## config.mk

```make
export PLATFORM = sky130hd
export DESIGN_NAME = utf8_stream_sanitizer
export DESIGN_NICKNAME = d
export VERILOG_FILES = /design/src/rtl/u8san_pkg.sv /design/src/rtl/u8san_dp.sv /design/src/rtl/u8san_ctrl.sv /design/src/rtl/utf8_stream_sanitizer.sv
export SDC_FILE = /design/constraint.sdc
export NUM_CORES = 1
export LEC_CHECK = 0
export ABC_AREA = 1
export CORE_MARGIN = 2
export CORE_UTILIZATION = 45
export DETAILED_ROUTE_END_ITERATION = 8
export DONT_BUFFER_PORTS = 1
export RECOVER_POWER = 25
export SYNTH_ARGS = -nofsm -noshare
export SYNTH_HDL_FRONTEND = slang
export SYNTH_SLANG_ARGS = --single-unit
```

## constraint.sdc

```tcl
create_clock -name i_clk -period 9.7 [get_ports i_clk]
set_clock_uncertainty 0.15 [all_clocks]
set_input_delay 2.425 -clock i_clk [delete_from_list [all_inputs] [get_ports i_clk]]
set_output_delay 2.425 -clock i_clk [all_outputs]
set_load 0.01 [all_outputs]
```

## src/rtl/u8san_pkg.sv

```systemverilog
// Shared types, constants and byte-classification helpers for the UTF-8 sanitizer.
// No dependencies; imported by u8san_ctrl, u8san_dp and utf8_stream_sanitizer.
`default_nettype none

package u8san_pkg;

    // Replacement character U+FFFD as UTF-8
    localparam logic [7:0] REPL_B0 = 8'hEF;
    localparam logic [7:0] REPL_B1 = 8'hBF;
    localparam logic [7:0] REPL_B2 = 8'hBD;

    // Byte classes
    localparam logic [7:0] TRAIL_MASK = 8'hC0;
    localparam logic [7:0] TRAIL_TAG  = 8'h80;
    localparam logic [7:0] LEAD2_LO   = 8'hC2;
    localparam logic [7:0] LEAD2_HI   = 8'hDF;
    localparam logic [7:0] LEAD3_LO   = 8'hE0;
    localparam logic [7:0] LEAD3_HI   = 8'hEF;
    localparam logic [7:0] LEAD4_LO   = 8'hF0;
    localparam logic [7:0] LEAD4_HI   = 8'hF4;

    // Input command codes
    localparam logic CMD_DATA  = 1'b0;
    localparam logic CMD_FLUSH = 1'b1;

    // Work queue depth: held trail bytes plus the new byte
    localparam int QDEPTH = 4;

    // Where an emitted byte comes from
    typedef enum logic [1:0] {
        EMIT_HEAD,  // head of the work queue
        EMIT_REPL,  // replacement character, byte index from controller
        EMIT_HELD,  // held sequence byte, index from controller
        EMIT_CUR    // saved closing byte of a good sequence
    } t_emit_src;

    // Controller to datapath
    typedef struct packed {
        logic      load;
        logic      pop;
        logic      requeue;
        logic      hold_start;
        logic      hold_append;
        logic      clear_held;
        logic      save_cur;
        logic      emit;
        logic      finish;
        t_emit_src emit_src;
        logic [1:0] emit_idx;
    } t_dp_cmd;

    // Datapath to controller
    typedef struct packed {
        logic       q_empty;
        logic       head_ascii;
        logic       head_lead;
        logic       held_any;
        logic       hold_more;
        logic       seq_ok;
        logic [1:0] held_count;
        logic       can_emit;
        logic       out_free;
        logic       pend_valid;
    } t_dp_status;

    // Full sequence length for a lead byte, zero if not a lead
    function automatic logic [2:0] lead_len(input logic [7:0] b);
        logic [2:0] len;
        len = 3'd0;
        if (b >= LEAD2_LO && b <= LEAD2_HI) len = 3'd2;
        else if (b >= LEAD3_LO && b <= LEAD3_HI) len = 3'd3;
        else if (b >= LEAD4_LO && b <= LEAD4_HI) len = 3'd4;
        return len;
    endfunction

    function automatic logic is_trail(input logic [7:0] b);
        return (b & TRAIL_MASK) == TRAIL_TAG;
    endfunction

    function automatic logic [7:0] repl_byte(input logic [1:0] idx);
        logic [7:0] b;
        case (idx)
            2'd0:    b = REPL_B0;
            2'd1:    b = REPL_B1;
            default: b = REPL_B2;
        endcase
        return b;
    endfunction

endpackage

`default_nettype wire

```

## src/rtl/u8san_dp.sv

```systemverilog
// Datapath of the UTF-8 sanitizer: work queue, held sequence, pending and output words.
// Depends on u8san_pkg; driven by u8san_ctrl through t_dp_cmd.
`default_nettype none

module u8san_dp (
    input  wire                   i_clk,
    input  wire                   i_rst_n,
    input  wire  [7:0]            i_data_byte,
    input  u8san_pkg::t_dp_cmd    i_cmd,
    output u8san_pkg::t_dp_status o_status,
    input  wire                   i_out_ready,
    output logic                  o_out_valid,
    output logic [7:0]            o_out_byte,
    output logic                  o_last
);
    import u8san_pkg::*;

    // Work queue, shifted toward entry 0
    logic [7:0] r_q [QDEPTH];
    logic [2:0] r_qn;
    // Held sequence
    logic [7:0] r_hb [3];
    logic [1:0] r_cnt;
    logic [2:0] r_len;
    logic [7:0] r_cur;
    // One-word delay so the final word of a step can be marked
    logic       r_pend_v;
    logic [7:0] r_pend_b;
    logic       r_out_v;
    logic [7:0] r_out_b;
    logic       r_out_last;

    logic [7:0] head;
    logic [7:0] emit_byte;
    logic [7:0] rq [QDEPTH];
    logic [2:0] rq_n;
    logic       out_take;

    assign head     = r_q[0];
    assign out_take = r_out_v && i_out_ready;

    // Status toward the controller
    always_comb begin
        o_status.q_empty    = (r_qn == 3'd0);
        o_status.head_ascii = !head[7];
        o_status.head_lead  = (lead_len(head) != 3'd0);
        o_status.held_any   = (r_cnt != 2'd0);
        o_status.hold_more  = ({1'b0, r_cnt} + 3'd1 < r_len) && (r_cnt < 2'd3);
        o_status.seq_ok     = is_trail(head)
                              && (r_cnt < 2'd2 || is_trail(r_hb[1]))
                              && (r_cnt < 2'd3 || is_trail(r_hb[2]));
        o_status.held_count = r_cnt;
        o_status.can_emit   = !r_pend_v || !r_out_v || i_out_ready;
        o_status.out_free   = !r_out_v || i_out_ready;
        o_status.pend_valid = r_pend_v;
    end

    // Emitted byte select
    always_comb begin
        case (i_cmd.emit_src)
            EMIT_HEAD: emit_byte = head;
            EMIT_REPL: emit_byte = repl_byte(i_cmd.emit_idx);
            EMIT_HELD: emit_byte = r_hb[i_cmd.emit_idx];
            default:   emit_byte = r_cur;
        endcase
    end

    // Failed sequence: trail bytes go back in front of the closing byte
    always_comb begin
        rq = r_q;
        case (r_cnt)
            2'd2: begin
                rq[0] = r_hb[1];
                rq[1] = r_q[0];
                rq[2] = r_q[1];
                rq[3] = r_q[2];
            end
            2'd3: begin
                rq[0] = r_hb[1];
                rq[1] = r_hb[2];
                rq[2] = r_q[0];
                rq[3] = r_q[1];
            end
            default: ;
        endcase
        rq_n = r_qn + {1'b0, r_cnt} - 3'd1;
    end

    // Work queue
    always_ff @(posedge i_clk) begin
        if (!i_rst_n) begin
            r_qn <= 3'd0;
        end else if (i_cmd.load) begin
            r_q[0] <= i_data_byte;
            r_qn   <= 3'd1;
        end else if (i_cmd.requeue) begin
            r_q  <= rq;
            r_qn <= rq_n;
        end else if (i_cmd.pop) begin
            for (int i = 0; i < QDEPTH - 1; i++) r_q[i] <= r_q[i + 1];
            r_qn <= r_qn - 3'd1;
        end
    end

    // Held sequence
    always_ff @(posedge i_clk) begin
        if (!i_rst_n) begin
            r_cnt <= 2'd0;
            r_len <= 3'd0;
        end else if (i_cmd.clear_held || i_cmd.requeue) begin
            r_cnt <= 2'd0;
            r_len <= 3'd0;
        end else if (i_cmd.hold_start) begin
            r_hb[0] <= head;
            r_cnt   <= 2'd1;
            r_len   <= lead_len(head);
        end else if (i_cmd.hold_append) begin
            r_hb[r_cnt] <= head;
            r_cnt       <= r_cnt + 2'd1;
        end
        if (i_cmd.save_cur) r_cur <= head;
    end

    // Pending word and output register
    always_ff @(posedge i_clk) begin
        if (!i_rst_n) begin
            r_pend_v <= 1'b0;
            r_out_v  <= 1'b0;
        end else if (i_cmd.finish) begin
            r_out_v    <= 1'b1;
            r_out_b    <= r_pend_b;
            r_out_last <= 1'b1;
            r_pend_v   <= 1'b0;
        end else if (i_cmd.emit) begin
            r_pend_v <= 1'b1;
            r_pend_b <= emit_byte;
            if (r_pend_v) begin
                r_out_v    <= 1'b1;
                r_out_b    <= r_pend_b;
                r_out_last <= 1'b0;
            end else if (out_take) begin
                r_out_v <= 1'b0;
            end
        end else if (out_take) begin
            r_out_v <= 1'b0;
        end
    end

    assign o_out_valid = r_out_v;
    assign o_out_byte  = r_out_b;
    assign o_last      = r_out_last;

    // Queue never outgrows its storage
    a_q_bound: assert property (@(posedge i_clk) disable iff (!i_rst_n)
        r_qn <= 3'(QDEPTH))
        else $error("work queue overflow");

    // A held sequence always has a valid length and is not yet complete
    a_held_len: assert property (@(posedge i_clk) disable iff (!i_rst_n)
        r_cnt != 2'd0 |-> (r_len >= 3'd2 && r_len <= 3'd4 && {1'b0, r_cnt} < r_len))
        else $error("held sequence length inconsistent");

    // A word is never pushed over an output word that is still waiting
    a_emit_room: assert property (@(posedge i_clk) disable iff (!i_rst_n)
        (i_cmd.emit || i_cmd.finish) |-> (!r_pend_v || !r_out_v || i_out_ready))
        else $error("word emitted without room");

    // Finish only moves a real pending word
    a_finish_pend: assert property (@(posedge i_clk) disable iff (!i_rst_n)
        i_cmd.finish |-> r_pend_v)
        else $error("finish without pending word");

endmodule

`default_nettype wire

```

## src/rtl/u8san_ctrl.sv

```systemverilog
// Controller of the UTF-8 sanitizer: walks the work queue and sequences emitted words.
// Depends on u8san_pkg; drives u8san_dp through t_dp_cmd.
`default_nettype none

module u8san_ctrl (
    input  wire                   i_clk,
    input  wire                   i_rst_n,
    input  wire                   i_in_valid,
    input  wire                   i_command,
    output logic                  o_in_ready,
    input  u8san_pkg::t_dp_status i_status,
    output u8san_pkg::t_dp_cmd    o_cmd
);
    import u8san_pkg::*;

    typedef enum logic [2:0] {
        S_IDLE,   // waiting for an input word
        S_PROC,   // resolve the head of the work queue
        S_REPL,   // emit EF BF BD
        S_SEQ,    // emit a good held sequence
        S_FIN     // push the last word of the step
    } t_state;

    t_state     r_state, n_state;
    logic [1:0] r_idx, n_idx;

    // Next state and datapath commands
    always_comb begin
        n_state        = r_state;
        n_idx          = r_idx;
        o_cmd          = '0;
        o_cmd.emit_src = EMIT_HEAD;
        o_cmd.emit_idx = r_idx;
        unique case (r_state)
            S_IDLE: begin
                if (i_in_valid) begin
                    if (i_command == CMD_FLUSH) begin
                        if (i_status.held_any) begin
                            o_cmd.clear_held = 1'b1;
                            n_idx            = 2'd0;
                            n_state          = S_REPL;
                        end else begin
                            n_state = S_FIN;
                        end
                    end else begin
                        o_cmd.load = 1'b1;
                        n_state    = S_PROC;
                    end
                end
            end
            S_PROC: begin
                if (i_status.q_empty) begin
                    n_state = S_FIN;
                end else if (!i_status.held_any) begin
                    if (i_status.head_ascii) begin
                        if (i_status.can_emit) begin
                            o_cmd.emit = 1'b1;
                            o_cmd.pop  = 1'b1;
                        end
                    end else if (i_status.head_lead) begin
                        o_cmd.hold_start = 1'b1;
                        o_cmd.pop        = 1'b1;
                    end else begin
                        o_cmd.pop = 1'b1;
                        n_idx     = 2'd0;
                        n_state   = S_REPL;
                    end
                end else if (i_status.hold_more) begin
                    o_cmd.hold_append = 1'b1;
                    o_cmd.pop         = 1'b1;
                end else if (i_status.seq_ok) begin
                    o_cmd.save_cur = 1'b1;
                    o_cmd.pop      = 1'b1;
                    n_idx          = 2'd0;
                    n_state        = S_SEQ;
                end else begin
                    // bad trail: drop the lead, rescan the rest
                    o_cmd.requeue = 1'b1;
                    n_idx         = 2'd0;
                    n_state       = S_REPL;
                end
            end
            S_REPL: begin
                o_cmd.emit_src = EMIT_REPL;
                if (i_status.can_emit) begin
                    o_cmd.emit = 1'b1;
                    if (r_idx == 2'd2) begin
                        n_idx   = 2'd0;
                        n_state = S_PROC;
                    end else begin
                        n_idx = r_idx + 2'd1;
                    end
                end
            end
            S_SEQ: begin
                o_cmd.emit_src = (r_idx == i_status.held_count) ? EMIT_CUR : EMIT_HELD;
                if (i_status.can_emit) begin
                    o_cmd.emit = 1'b1;
                    if (r_idx == i_status.held_count) begin
                        o_cmd.clear_held = 1'b1;
                        n_idx            = 2'd0;
                        n_state          = S_PROC;
                    end else begin
                        n_idx = r_idx + 2'd1;
                    end
                end
            end
            S_FIN: begin
                if (!i_status.pend_valid) begin
                    n_state = S_IDLE;
                end else if (i_status.out_free) begin
                    o_cmd.finish = 1'b1;
                    n_state      = S_IDLE;
                end
            end
            default: n_state = S_IDLE;
        endcase
    end

    // State and index registers
    always_ff @(posedge i_clk) begin
        if (!i_rst_n) begin
            r_state <= S_IDLE;
            r_idx   <= 2'd0;
        end else begin
            r_state <= n_state;
            r_idx   <= n_idx;
        end
    end

    assign o_in_ready = (r_state == S_IDLE);

    // Between steps nothing is left to process or to mark
    a_idle_clean: assert property (@(posedge i_clk) disable iff (!i_rst_n)
        r_state == S_IDLE |-> (i_status.q_empty && !i_status.pend_valid))
        else $error("step ended with work left");

    // Sequence emission never runs past the held bytes
    a_seq_idx: assert property (@(posedge i_clk) disable iff (!i_rst_n)
        r_state == S_SEQ |-> (r_idx <= i_status.held_count && i_status.held_any))
        else $error("sequence index out of range");

    // A data word always lands in the queue
    a_load: assert property (@(posedge i_clk) disable iff (!i_rst_n)
        (r_state == S_IDLE && i_in_valid && i_command == CMD_DATA) |=> r_state == S_PROC)
        else $error("data word not taken into queue");

endmodule

`default_nettype wire

```

## src/rtl/utf8_stream_sanitizer.sv

```systemverilog
// Top level of the UTF-8 sanitizer: joins controller and datapath.
// Depends on u8san_pkg, u8san_ctrl and u8san_dp.
//
//  channel | handshake                 | fields
//  --------+---------------------------+------------------------
//  input   | i_in_valid / o_in_ready   | i_command, i_data_byte
//  output  | o_out_valid / i_out_ready | o_out_byte, o_last
//
// One input word at a time: an ASCII or held byte goes through accept, process, empty
// check and finish; a good sequence is emitted once its last byte arrives, each replacement
// character adds its three bytes, and a flush with nothing held goes straight to finish.
// The controller emits at most one word per cycle; output backpressure stalls it, and
// one pending word plus the output register let work go on while a word waits.
// Reset is synchronous, needs no sweep.
`default_nettype none

module utf8_stream_sanitizer (
    input  wire        i_clk,
    input  wire        i_rst_n,
    input  wire        i_in_valid,
    output logic       o_in_ready,
    input  wire        i_command,
    input  wire  [7:0] i_data_byte,
    output logic       o_out_valid,
    input  wire        i_out_ready,
    output logic [7:0] o_out_byte,
    output logic       o_last
);
    import u8san_pkg::*;

    t_dp_cmd    dp_cmd;
    t_dp_status dp_status;

    u8san_ctrl u_ctrl (
        .i_clk      (i_clk),
        .i_rst_n    (i_rst_n),
        .i_in_valid (i_in_valid),
        .i_command  (i_command),
        .o_in_ready (o_in_ready),
        .i_status   (dp_status),
        .o_cmd      (dp_cmd)
    );

    u8san_dp u_dp (
        .i_clk       (i_clk),
        .i_rst_n     (i_rst_n),
        .i_data_byte (i_data_byte),
        .i_cmd       (dp_cmd),
        .o_status    (dp_status),
        .i_out_ready (i_out_ready),
        .o_out_valid (o_out_valid),
        .o_out_byte  (o_out_byte),
        .o_last      (o_last)
    );

endmodule

`default_nettype wire
```

==> results by group <==
Timing
  – Setup TNS: 0 ns
  – Final Hold Fails: 0
  – RSZ-0062 raised after global routing: false
  – Fmax: 220.4 MHz
  – Period utilisation layout: between 40 and 50%
  – Final min period: 4.537 ns
  – Final setup viols: 0
  – Relative slew slack: under 10%
  – Fin. max-slew vios: 0
  – Measured slew at the worst slew-check pin: 1.403 ns

Place
  – GP Congestion: 0.8380
  – Port Buffers: 0
  – Inst Count DP: 660
  – Post-DP HPWL: 7744 um

Power and ir drop
  – Pleak: 2.062 nW
  – Power Dens Cells: 201.8 nW/um2
  – Peak supply drop: around 91 uV

Yosys
  – Post-Syn Area: 4952 um2
  – Mean Syn Cell Area: 9.344 um2
  – Mapped Cells: 530
  – Largest area contributor in the synthesized netlist: edfxtp_1
  – Synth cell types: 33
  – Area contributors post-synth: edfxtp_1 (49%), nand2_1 (9.5%), dfxtp_1 (6.9%), inv_1 (4.8%), o21ai_0 (4.1%)
  – Sequential fraction of the synthesis area: 55.99%
  – Synth Register Bits: 98
  – Synth top area share: 49.12%
  – Syn nets: 557
  – Synth warnings: 0

CTS
  – Worst-skew pair later-pin latency: 0.38 ns
  – CTS Buf Count: 9
  – Clk slew on worst S/H paths: 0.10 ns
  – Post_cts resized: 0
  – H-tree levels: 3
  – Post-CTS Hold Buffers: 0
  – Root buf cell: clkbuf_8
  – CTS Buffer Depth: 2
  – Post-CTS Setup Repair Bufs: 0
  – CTS tree: built
  – # clock sinks: 98

Setup path
  – Startpoint Class: flip-flop
  – WP data arrival: 4.41 ns
  – Worst path required time: 9.58 ns
  – Worst setup startpoint: u_dp.r_cnt[0]$_SDFFE_PP0P_
  – Crit Path Category: flip-flop to flip-flop
  – Crit-path slowest cell: clkbuf_1
  – Cells along the critical path: ha_1 -> clkbuf_1 -> inv_1 -> nand3_1 -> nand2_1 -> nor2_8 -> nor2_4 -> nand2_1 -> nor2_1 -> nor2_1
  – CP Buf/Inv Count: 2
  – CP top delay family: simple AND/OR/NAND/NOR gates
  – Kind of end point of the critical path: flip-flop
  – CP max stage delay: 1.03 ns
  – Reg2reg start: u_dp.r_cnt[0]$_SDFFE_PP0P_
  – CP max FO: 40

Hold path
  – Hold WC Path Type: flip-flop to flip-flop
  – Hold Path Origin: u_dp.r_pend_b[0]$_DFFE_PP_

Cells and area
  – Area grow syn2layout: 6.670%
  – Nets@finish: about 560
  – Antenna cells: 0
  – Final non-filler cell total: ~680
  – Filler cell count: approximately 990
  – Share of cells above drive strength 1: under 10%

Drt
  – Drt first-iter violations: 282
  – Routed wire length: approximately 10,000 um
  – WL/cell: approximately 15 um
  – Vias per std cell: 5.209
  – DRC: 0
  – Final ANT Viol Nets: 0
  – Pre-antenna DRT Iters: 5
  – Vias: 3,521

Floorplanning
  – Starting Density: 45.88%
  – DIE AREA: 11,860 um2
  – Rows: 38
  – Die height: 108.9 um
  – Die Span X: 108.9 um
  – # IOs: 24
  – Core Box Area: 10,790 um2

Status
  – Run status: complete, no violations

Job
  – Max cap viols: 0

GRT
  – Largest net degree at the start of global routing: 41
  – GRT Residual Overflow: 0
  – Number of global-route vias before repair: approximately 3,200
  – First-pass GRT wire length: 16,510 um
  – Antenna violations before repair: 0
  – Overall global routing resource usage: 18.79%
## synth_stat cells
| cell | count |
|---|---|
| nand3b_1 | 2 |
| o21ai_0 | 41 |
| a31oi_1 | 2 |
| edfxtp_1 | 81 |
| inv_1 | 63 |
| a21oi_4 | 1 |
| clkbuf_1 | 8 |
| nand2_1 | 125 |
| nand4_1 | 6 |
| nor2_4 | 3 |
| nor2_8 | 1 |
| inv_2 | 7 |
| dfxtp_1 | 17 |
| o2111ai_1 | 7 |
| a21oi_1 | 25 |
| nor2_1 | 50 |
| ha_1 | 14 |
| o211ai_1 | 15 |
| nor4_1 | 1 |
| buf_2 | 1 |
| buf_6 | 4 |
| buf_4 | 1 |
| o31ai_4 | 1 |
| o31ai_1 | 1 |
| nand3_2 | 2 |
| nand3_1 | 27 |
| a22oi_1 | 1 |
| nand2_2 | 4 |
| nor3_1 | 7 |
| nand2_4 | 2 |
| xnor2_1 | 3 |
| nor2_2 | 4 |
| a21oi_2 | 3 |
## layer usage
| layer | vias to the layer above | part of all wire (%) | GRT usage (%) | wire, um |
|---|---|---|---|---|
| met5 | - | 0 | 0 | 0 |
| met2 | 89 | 45 | 27.73 | 4635 |
| li1 | 1798 | - | - | - |
| met3 | 14 | 5.5 | 4.662 | 568 |
| met1 | 1620 | 48 | 26.34 | 5017 |
| met4 | 0 | 1.7 | 7.875 | 182 |
## worst reg2reg max path: stages (launching register included)
cell,delay (ns)
dfxtp_1,0.49
ha_1,0.25
clkbuf_1,1.03
inv_1,0.59
nand3_1,0.40
nand2_1,0.19
nor2_8,0.36
nor2_4,0.12
nand2_1,0.10
nor2_1,0.05
nor2_1,0.45
## state kept, by name, summed over array words and instances, names as in the netlist, named ones only
signal / count
u_ctrl.r_idx: 2
u_ctrl.r_state: 3
u_dp.head: 8
u_dp.o_last: 1
u_dp.o_out_byte: 8
u_dp.o_out_valid: 1
u_dp.r_cnt: 2
u_dp.r_cur: 8
u_dp.r_hb: 24
u_dp.r_len: 3
u_dp.r_pend_b: 8
u_dp.r_pend_v: 1
u_dp.r_q: 24
u_dp.r_qn: 3
## area by class of cell
cell class	instances	area, um2	area share, %
clock buffers	9	123.9	2.345
clock inverters	7	87.58	1.658
inverters	70	262.8	4.974
multi-input cells	348	1834	34.72
flip-flops and latches	98	2773	52.49
well taps	140	175.2	3.316
repair buffers	4	26.28	0.4974
## stage by stage
stage	hold WS (ns)	utilization (%)	instance area (um2)	total power, mW	setup slack (ns)
floorplan	0.2503	-	4952	0.7340	5.042
global placement	0.2532	47.02	5075	0.7900	5.435
detailed placement	0.2566	47.02	5075	0.7949	5.395
CTS	0.2800	48.98	5286	1.076	5.809
global route	0.2912	48.95	5283	1.134	4.715
finish	0.2746	48.95	5283	1.066	5.163
## layout by cell type, fill, tap and decap left out, types with 3 or more instances in the layout
cell	Yosys	layout
o211ai_1	15	15
inv_2	7	7
a21oi_1	25	25
nor2_4	3	3
xnor2_1	3	3
ha_1	14	14
dfxtp_1	17	17
a21oi_2	3	3
nor3_1	7	6
nand2_2	4	4
edfxtp_1	81	81
nand3_1	27	27
nor2_2	4	4
clkbuf_8	0	9
nor2_1	50	50
nand4_1	6	6
inv_1	63	63
nand2_1	125	125
o21ai_0	41	41
buf_4	1	3
o2111ai_1	7	7
## final timing paths
check                                                    end  slack (ns)  cells past startpoint
worst min-delay path            u_dp.o_out_byte[0]$_DFFE_PP_        0.27                      0
worst min register to register  u_dp.o_out_byte[0]$_DFFE_PP_        0.27                      0
worst max register to register     u_dp.r_hb[0][1]$_DFFE_PP_        5.16                     10
worst max-delay path               u_dp.r_hb[0][1]$_DFFE_PP_        5.16                     10
## power by group
group	internal (mW)	total [mW]	switching, mW
clock	0.124	0.280	0.156
combinational	0.0838	0.255	0.172
sequential	0.500	0.531	0.0309
total	0.708	1.07	0.358
## cell families after synthesis
kind of cell             synth area share (%)
AO/OA/AOI/OAI                           12.03
flip-flops                              55.99
adder cells (fa/ha/maj)                 3.537
AND/OR/NAND/NOR                         20.84
buffers and inverters                   7.074
XOR/XNOR                               0.5307
Power figures use the tool's default switching activity.
